### config.mk
export PLATFORM = sky130hd
export DESIGN_NAME = scan_code_set1_to_ascii_top_flat
export DESIGN_NICKNAME = d
export VERILOG_FILES = /design/src/rtl/sc1a_pkg.sv /design/src/rtl/sc1a_code_if.sv /design/src/rtl/sc1a_char_if.sv /design/src/rtl/scan_code_set1_to_ascii_top.sv /design/src/flat_wrapper.sv
export SDC_FILE = /design/constraint.sdc
export NUM_CORES = 1
export LEC_CHECK = 0
export BUFFER_PORTS_ARGS = -buffer_cell sky130_fd_sc_hd__buf_4
export CORE_ASPECT_RATIO = 0.7
export CORE_UTILIZATION = 61
export CTS_BUF_LIST = sky130_fd_sc_hd__clkbuf_4 sky130_fd_sc_hd__clkbuf_8
export DETAILED_ROUTE_END_ITERATION = 10
export PLACE_DENSITY = 0.84
export SLEW_MARGIN = 20
export SYNTH_ARGS = -nofsm -noshare
export SYNTH_HDL_FRONTEND = slang
export SYNTH_SLANG_ARGS = --single-unit
### constraint.sdc
create_clock -name clk -period 4.22 [get_ports clk]
set_clock_uncertainty 0.2 [all_clocks]
set_input_delay 0.844 -clock clk [delete_from_list [all_inputs] [get_ports clk]]
set_output_delay 0.844 -clock clk [all_outputs]
set_load 0.1 [all_outputs]
### src/rtl/sc1a_pkg.sv
`default_nettype none

package sc1a_pkg;

	localparam logic [7:0] CODE_PREFIX      = 8'hE0;
	localparam logic [7:0] CODE_SHIFT_MAKE  = 8'h2A;
	localparam logic [7:0] CODE_SHIFT_BREAK = 8'hAA;
	localparam logic [7:0] CODE_LEFT        = 8'h4B;
	localparam logic [7:0] CODE_RIGHT       = 8'h4D;
	localparam logic [7:0] CODE_BACKSPACE   = 8'h0E;
	localparam logic [7:0] CODE_NONE        = 8'h00;

	localparam logic [7:0] CHAR_NONE  = 8'h00;
	localparam logic [7:0] CHAR_LF    = 8'h0A;
	localparam logic [7:0] CHAR_POUND = 8'hA3;
	localparam logic [7:0] CHAR_QUOTE = 8'h22;

	typedef enum logic [1:0] {
		CUR_NONE  = 2'd0,
		CUR_LEFT  = 2'd1,
		CUR_RIGHT = 2'd2
	} cursor_move_t;

	typedef struct packed {
		logic         char_valid;
		logic [7:0]   char_code;
		cursor_move_t cursor_move;
	} result_t;

	function automatic logic [7:0] char_lookup(input logic [7:0] code, input logic shifted);
		logic [7:0] ch;
		ch = CHAR_NONE;
		case (code)
			8'h02: ch = shifted ? "!" : "1";
			8'h03: ch = shifted ? CHAR_QUOTE : "2";
			8'h04: ch = shifted ? CHAR_POUND : "3";
			8'h05: ch = shifted ? "$" : "4";
			8'h06: ch = shifted ? "%" : "5";
			8'h07: ch = shifted ? "^" : "6";
			8'h08: ch = shifted ? "&" : "7";
			8'h09: ch = shifted ? "*" : "8";
			8'h0A: ch = shifted ? "(" : "9";
			8'h0B: ch = shifted ? ")" : "0";
			8'h10: ch = shifted ? "Q" : "q";
			8'h11: ch = shifted ? "W" : "w";
			8'h12: ch = shifted ? "E" : "e";
			8'h13: ch = shifted ? "R" : "r";
			8'h14: ch = shifted ? "T" : "t";
			8'h15: ch = shifted ? "Y" : "y";
			8'h16: ch = shifted ? "U" : "u";
			8'h17: ch = shifted ? "I" : "i";
			8'h18: ch = shifted ? "O" : "o";
			8'h19: ch = shifted ? "P" : "p";
			8'h1A: ch = shifted ? "{" : "[";
			8'h1B: ch = shifted ? "}" : "]";
			8'h1C: ch = CHAR_LF;
			8'h1E: ch = shifted ? "A" : "a";
			8'h1F: ch = shifted ? "S" : "s";
			8'h20: ch = shifted ? "D" : "d";
			8'h21: ch = shifted ? "F" : "f";
			8'h22: ch = shifted ? "G" : "g";
			8'h23: ch = shifted ? "H" : "h";
			8'h24: ch = shifted ? "J" : "j";
			8'h25: ch = shifted ? "K" : "k";
			8'h26: ch = shifted ? "L" : "l";
			8'h2C: ch = shifted ? "Z" : "z";
			8'h2D: ch = shifted ? "X" : "x";
			8'h2E: ch = shifted ? "C" : "c";
			8'h2F: ch = shifted ? "V" : "v";
			8'h30: ch = shifted ? "B" : "b";
			8'h31: ch = shifted ? "N" : "n";
			8'h32: ch = shifted ? "M" : "m";
			8'h39: ch = " ";
			default: ch = CHAR_NONE;
		endcase
		return ch;
	endfunction

endpackage

`default_nettype wire

### src/rtl/sc1a_code_if.sv
`default_nettype none

interface sc1a_code_if;
	logic       valid;
	logic       ready;
	logic [7:0] scan_code;

	modport source (output valid, output scan_code, input ready);
	modport sink (input valid, input scan_code, output ready);
endinterface

`default_nettype wire

### src/rtl/sc1a_char_if.sv
`default_nettype none

interface sc1a_char_if;
	logic       valid;
	logic       ready;
	logic       char_valid;
	logic [7:0] char_code;
	logic [1:0] cursor_move;

	modport source (output valid, output char_valid, output char_code, output cursor_move,
		input ready);
	modport sink (input valid, input char_valid, input char_code, input cursor_move,
		output ready);
endinterface

`default_nettype wire

### src/rtl/scan_code_set1_to_ascii_top.sv
`default_nettype none

// Set 1 scan code to character translator, UK layout, left shift only. Each scan code
// transaction on codes gives exactly one transaction on chars, and a new code is taken
// every cycle while chars does not stall: one input register, one table lookup against
// the shift and extended-prefix flags, one result register. Prefix 0xE0 arms the
// extended flag; the next nonzero code but 0xE0 clears it and reports cursor left (0x4B)
// or right (0x4D). Otherwise 0x2A/0xAA set and clear shift, 0x0E gives backspace, code
// zero changes nothing, and unmapped codes give char_valid 0, char_code 0, cursor_move 0.
module scan_code_set1_to_ascii_top (
	input  wire         clk,
	input  wire         arst_n,
	sc1a_code_if.sink   codes,
	sc1a_char_if.source chars
);

	logic              valid_s1;
	logic [7:0]        code_s1;
	logic              valid_s2;
	sc1a_pkg::result_t result_s2;
	logic              shift_q;
	logic              ext_q;

	logic              adv_s1;
	logic              adv_s2;
	logic              shift_d;
	logic              ext_d;
	sc1a_pkg::result_t result_d;

	assign adv_s2       = !valid_s2 || chars.ready;
	assign adv_s1       = !valid_s1 || adv_s2;
	assign codes.ready  = adv_s1;

	assign chars.valid       = valid_s2;
	assign chars.char_valid  = result_s2.char_valid;
	assign chars.char_code   = result_s2.char_code;
	assign chars.cursor_move = result_s2.cursor_move;

	always_comb begin
		shift_d              = shift_q;
		ext_d                = ext_q;
		result_d.char_code   = sc1a_pkg::CHAR_NONE;
		result_d.cursor_move = sc1a_pkg::CUR_NONE;
		if (code_s1 == sc1a_pkg::CODE_NONE) begin
			ext_d = ext_q;
		end else if (code_s1 == sc1a_pkg::CODE_PREFIX) begin
			ext_d = 1'b1;
		end else if (ext_q) begin
			ext_d = 1'b0;
			if (code_s1 == sc1a_pkg::CODE_LEFT) begin
				result_d.cursor_move = sc1a_pkg::CUR_LEFT;
			end else if (code_s1 == sc1a_pkg::CODE_RIGHT) begin
				result_d.cursor_move = sc1a_pkg::CUR_RIGHT;
			end
		end else if (code_s1 == sc1a_pkg::CODE_BACKSPACE) begin
			result_d.char_code = sc1a_pkg::CODE_BACKSPACE;
		end else if (code_s1 == sc1a_pkg::CODE_SHIFT_MAKE) begin
			shift_d = 1'b1;
		end else if (code_s1 == sc1a_pkg::CODE_SHIFT_BREAK) begin
			shift_d = 1'b0;
		end else begin
			result_d.char_code = sc1a_pkg::char_lookup(code_s1, shift_q);
		end
		result_d.char_valid = (result_d.char_code != sc1a_pkg::CHAR_NONE);
	end

	always_ff @(posedge clk or negedge arst_n) begin
		if (!arst_n) begin
			valid_s1 <= 1'b0;
			valid_s2 <= 1'b0;
			shift_q  <= 1'b0;
			ext_q    <= 1'b0;
		end else begin
			if (adv_s1) begin
				valid_s1 <= codes.valid;
			end
			if (adv_s2) begin
				valid_s2 <= valid_s1;
			end
			// advance flags only when the stage 1 transaction moves on
			if (valid_s1 && adv_s2) begin
				shift_q <= shift_d;
				ext_q   <= ext_d;
			end
		end
	end

	always_ff @(posedge clk) begin
		if (adv_s1) begin
			code_s1 <= codes.scan_code;
		end
		if (adv_s2 && valid_s1) begin
			result_s2 <= result_d;
		end
	end

`ifndef SYNTHESIS
	a_char_valid_code : assert property (@(posedge clk) disable iff (!arst_n)
		valid_s2 |-> (result_s2.char_valid == (result_s2.char_code != sc1a_pkg::CHAR_NONE)))
		else $error("char_valid disagrees with char_code");

	a_move_no_char : assert property (@(posedge clk) disable iff (!arst_n)
		(valid_s2 && (result_s2.cursor_move != sc1a_pkg::CUR_NONE)) |-> !result_s2.char_valid)
		else $error("cursor move together with a character");

	a_prefix_arms : assert property (@(posedge clk) disable iff (!arst_n)
		(valid_s1 && adv_s2 && (code_s1 == sc1a_pkg::CODE_PREFIX)) |=> ext_q)
		else $error("prefix did not arm extended flag");

	a_move_needs_prefix : assert property (@(posedge clk) disable iff (!arst_n)
		(valid_s1 && adv_s2 && (result_d.cursor_move != sc1a_pkg::CUR_NONE)) |-> ext_q)
		else $error("cursor move without pending prefix");
`endif

endmodule

`default_nettype wire

### src/flat_wrapper.sv
// flat-port wrapper written by rule: the top's interface ports become plain ports
module scan_code_set1_to_ascii_top_flat 
  (clk, arst_n, codes_valid, codes_scan_code, codes_ready, chars_valid, chars_char_valid, chars_char_code, chars_cursor_move, chars_ready);
  sc1a_code_if codes_i ();
  sc1a_char_if chars_i ();
  input  wire clk;
  input  wire arst_n;
  input wire logic [$bits(codes_i.valid)-1:0] codes_valid;
  input wire logic [$bits(codes_i.scan_code)-1:0] codes_scan_code;
  output wire logic [$bits(codes_i.ready)-1:0] codes_ready;
  output wire logic [$bits(chars_i.valid)-1:0] chars_valid;
  output wire logic [$bits(chars_i.char_valid)-1:0] chars_char_valid;
  output wire logic [$bits(chars_i.char_code)-1:0] chars_char_code;
  output wire logic [$bits(chars_i.cursor_move)-1:0] chars_cursor_move;
  input wire logic [$bits(chars_i.ready)-1:0] chars_ready;
  assign codes_i.valid = codes_valid;
  assign codes_i.scan_code = codes_scan_code;
  assign codes_ready = codes_i.ready;
  assign chars_valid = chars_i.valid;
  assign chars_char_valid = chars_i.char_valid;
  assign chars_char_code = chars_i.char_code;
  assign chars_cursor_move = chars_i.cursor_move;
  assign chars_i.ready = chars_ready;
  scan_code_set1_to_ascii_top u_core (.clk(clk), .arst_n(arst_n), .codes(codes_i), .chars(chars_i));
endmodule
# ---- Word-level counts from Yosys, hierarchy flattened
# Index checks and enable logic that the tools add are counted.
dict set report totals {
  reg_bits 23
  in_bits 12
}
dict set report op_classes {
  n_eq_ne 46
  mux 51
  bitwise_logic 4
  reduce_logical 12
}
# cell n
set ops {}
lappend ops {{one-hot mux 8 bit (40 select lines)} 1}
lappend ops {{two-way mux 6 bit} 28}
lappend ops {{== test 8 x 6 -> 1 bit (second input constant)} 16}
lappend ops {{== test 8 x 5 -> 1 bit (second input constant)} 15}
lappend ops {{== test 8 x 4 -> 1 bit (second input constant)} 5}
lappend ops {{two-way mux 5 bit} 8}
lappend ops {{two-way mux 8 bit} 5}
lappend ops {{== test 8 x 3 -> 1 bit (second input constant)} 4}
lappend ops {{two-way mux 10 bit} 2}
lappend ops {{== test 8 x 2 -> 1 bit (second input constant)} 2}
lappend ops {{== test 8 x 7 -> 1 bit (second input constant)} 2}
lappend ops {{== test 8 bit (second input constant)} 2}
lappend ops {{zero test 8 bit} 1}
lappend ops {{nonzero test 8 bit} 1}
lappend ops {{two-way mux 7 bit} 1}
lappend ops {{two-way mux 2 bit} 3}
lappend ops {{AND reduction 6 bit} 1}
lappend ops {{inverter 1 bit} 4}
lappend ops {{OR reduction 4 bit} 1}
lappend ops {{two-way mux 1 bit} 3}
lappend ops {{OR reduction 3 bit} 1}
lappend ops {{zero test 1 bit} 2}
lappend ops {{logical OR 1 bit} 2}
lappend ops {{AND reduction 2 bit} 1}
lappend ops {{2 further kinds} 2}

# ---- Depth between registers and ports, before layout
dict set report logic_depth {
  ltp_word 9
  mapped_depth 8
}

# ---- Worst setup path before layout
# OpenSTA, ideal clock, no wires.
dict set report synth_timing {
  path_type {flip-flop to output port}
  from {reg u_core.valid_s2 (netlist: u_core.chars.valid)}
  to {out codes_ready}
  arrival_time_ns 2.045
  setup_slack_ns 1.131
  stages_incl_launch_ff 2
  path_buffers 0
  cell_sequence {dfrtp_1 -> nand3b_1}
}
dict set report synth_via {
  elab_chain_len 3
}
# element line
set synth_lines {}
lappend synth_lines {{start, declared} scan_code_set1_to_ascii_top.sv:19} ;# logic valid_s2;
lappend synth_lines {{start signal, assigned} scan_code_set1_to_ascii_top.sv:78} ;# valid_s2 <= valid_s1;
lappend synth_lines {{zero test 1 bit} scan_code_set1_to_ascii_top.sv:30} ;# assign adv_s2 = !valid_s2 || chars.ready;
lappend synth_lines {{logical OR 1 bit} scan_code_set1_to_ascii_top.sv:30}
lappend synth_lines {{logical OR 1 bit} scan_code_set1_to_ascii_top.sv:31} ;# assign adv_s1 = !valid_s1 || adv_s2;
lappend synth_lines {{end, declared} flat_wrapper.sv:10} ;# output wire logic [$bits(codes_i.ready)-1:0] codes_ready;
# Every way passes these cells.

==> impl_metrics.tcl <==
set metrics [dict create \
    cellPowerDensity_mw_per_mm2 325.9 \
    ant_nets 0 \
    maxSlewViolCount 0 \
    rsz0062_at_grt "no" \
    final_layout_size_suffix_gt1_share_pct 20.18 \
    post_drt_wl_per_cell_um 20.07 \
    synthArstFlopShare_pct 17.39 \
    place_ws_ns 1.320 \
    synth_warnings 0 \
    wl_met2_um 2261 \
    synth.top_cell.area_share_pct 30.56 \
    row_count 16 \
    setup_viol 0 \
    die_area_mm2 0.003289 \
    cts_tree "done" \
    status "finished clean" \
    period_needed_ns 3.017 \
    num_io_pins 25 \
    synthesis.area_mm2 0.001867 \
    die_w_um 68.12 \
    path_max_fanout 30 \
    synth-main-ff-cell "edfxtp_1" \
    clk_latency_ns 0.28 \
    timing.rr.end "u_core.chars.char_valid" \
    cp.required_ns 4.03 \
    start_util_pct 65.67 \
    clk_path_buf_depth 2 \
    m1WireLength_um 2055 \
    grt_pass1_vias 1583 \
    met3WireLength_um 712 \
    cts_made_buffers 3 \
    r2r.worst_path.cells 5 \
    yosys.area.top_type "edfxtp_1" \
    gp_congestion 1.068 \
    ir_drop_mv 0.2397 \
    fin_area_mm2 0.002034 \
    hpwl_um 3596 \
    setup_ws_ns 1.203 \
    relSlewSlack_pct 34.78 \
    synth-edff-count 19 \
    firstDrtPassIters 7 \
    yosysMostFrequentCell "nor2_1" \
    remaining_drc_errors 0 \
    period_share_pct 71.50 \
    hold_class "input port to async pin" \
    power.leakage_uw 0.0007092 \
    synth_nets 226 \
    critical_path_class "flip-flop to flip-flop" \
    antenna_found_initial 0 \
    vias 1903 \
    ctsResizeCount 0 \
    dp.cells 255 \
    cts_root_buf "clkbuf_8" \
    grt_pass1_wl_um 7769 \
    synthTopCellsByCount "nor2_1, edfxtp_1, buf_2" \
    synth_area_leaders "edfxtp_1, dfrtp_1, buf_2" \
    grt.total_usage_pct 33.52 \
    cts.sinks 23 \
    path_clk_slew_ns 0.08 \
    critPathCaptureType "flip-flop" \
    arrival_ns 2.83 \
    yosysUniqueCellTypes 68 \
    grt_max_degree 31 \
    drt-initial-drc-count 272 \
    tightest_slew_ns 0.9783 \
    final_hold_viol_count 0 \
    synth-seq-cells 23 \
    synth-seq-area-share_pct 35.92 \
    syn_area_per_cell_um2 8.723 \
    placed_cell_area_mm2 0.001988 \
    top_layer "met4" \
    cts-htree-levels 1 \
    maxCapViolations 0 \
    grt-ovfl-total 0 \
    r2r-start "u_core.code_s1[3]" \
    fin_setup_tns_ns 0 \
    num_antenna_cells 0 \
    design.core.area_mm2 0.002843 \
    finalNetCount 236 \
    final-instance-count-excl-fill 259 \
    hold_buffers 0 \
    die_y_um 48.29 \
    layout-area-overhead-vs-synth_pct 8.981 \
    drt_wl_total_um 5198 \
    fill_cells 226 \
    port_buffers 24 \
    postCtsSetupBuffers 0 \
    r2r_slack_ns 1.20 \
    synthCells 214 \
    max_freq_mhz 331.4 \
    cp-start-kind "flip-flop" \
    viasPerCell 7.347 \
]
[area by class of cell]
cell class,count,area (um2),area share [%]
Clock buffer,3,41.29,2.030
Clock inverter,1,5.005,0.2460
Inverter,6,22.52,1.107
Multi-Input combinational cell,164,1055,51.84
Sequential cell,23,670.6,32.96
Tap cell,36,45.04,2.214
Timing Repair Buffer,26,195.2,9.594
[sequential cells by signal, indices dropped and copies added, names as in the netlist]
signal,cells
u_core.ext_q,1
u_core.code_s1,8
u_core.chars.char_code,8
u_core.valid_s1,1
u_core.shift_q,1
u_core.chars.char_valid,1
u_core.chars.cursor_move,2
u_core.chars.valid,1
[critical path: stages, from the launching register on]
cell and delay [ns]:
edfxtp_1 0.79, nand2b_1 0.59, a2111oi_1 0.11, a41o_1 0.26, nor4b_1 0.62, o221ai_2 0.16
[cell usage in the layout, fill, tap and decap left out, types with 2 or more instances in the layout]
| master | instances |
|---|---|
| buf_4 | 26 |
| nor2_1 | 21 |
| edfxtp_1 | 19 |
| nand2_1 | 12 |
| a21oi_1 | 12 |
| nand2b_1 | 11 |
| nor3_1 | 9 |
| o21ai_0 | 9 |
| nand3_1 | 5 |
| inv_1 | 5 |
| nor4_1 | 5 |
| a31oi_1 | 4 |
| o22ai_1 | 4 |
| dfrtp_1 | 4 |
| o31ai_1 | 3 |
| nand4b_1 | 3 |
| a211oi_1 | 3 |
| nand4_1 | 3 |
| o21ai_1 | 3 |
| clkbuf_8 | 3 |
| or4_4 | 2 |
| a41oi_1 | 2 |
| nor2_2 | 2 |
| nor2b_1 | 2 |
| mux2_2 | 2 |
| o211ai_1 | 2 |
| and2_1 | 2 |
| xnor2_1 | 2 |
| a31o_2 | 2 |
| a311oi_1 | 2 |
| o32ai_1 | 2 |
| a31o_1 | 2 |
[worst max-delay path by stage]
stage / end / slack [ns] / start
6_report: u_core.chars.char_valid / 1.20 / u_core.code_s1[3]
4_1_cts: u_core.chars.char_valid / 1.30 / u_core.code_s1[3]
5_1_grt: u_core.chars.char_valid / 1.12 / u_core.code_s1[3]
3_3_place_gp: codes_ready / 1.46 / chars_ready
2_1_floorplan: codes_ready / 1.13 / u_core.chars.valid
3_5_place_dp: u_core.chars.char_valid / 1.32 / u_core.code_s1[3]
[power by group]
part           switching, uW  internal (uW)  leakage [uW]
logic                    157           62.3      0.000442
registers               34.4            267      0.000241
clock network           75.7           66.3     0.0000255
[cells by family (layout without fill, tap and decap cells)]
logic type	Yosys count	after routing	share of synthesized area, %
buffers and inverters	27	36	7.573
AO/OA/AOI/OAI	67	67	25.47
adder cells (fa/ha/maj)	1	1	0.5362
multiplexers	3	3	1.810
XOR/XNOR	3	3	1.408
AND/OR/NAND/NOR	90	90	27.28
flip-flops	23	23	35.93
[per-stage QoR]
step | total power [uW] | hold WS [ns] | utilization, %
global route | 687.9 | 0.1430 | 71.57
finish | 663.0 | 0.1467 | 71.57
CTS | 657.2 | 0.1487 | 71.57
global placement | 511.8 | 0.2636 | 69.94
detailed placement | 518.2 | 0.2835 | 69.94
floorplan | 472.8 | 0.2487 | -
[routing by layer]
metal / up-vias / track usage (%)
met5: - / 0
met4: 0 / 14.17
met3: 29 / 9.579
met2: 166 / 50.59
met1: 871 / 45.64
li1: 837 / -
(Power assumes the default switching activity.)
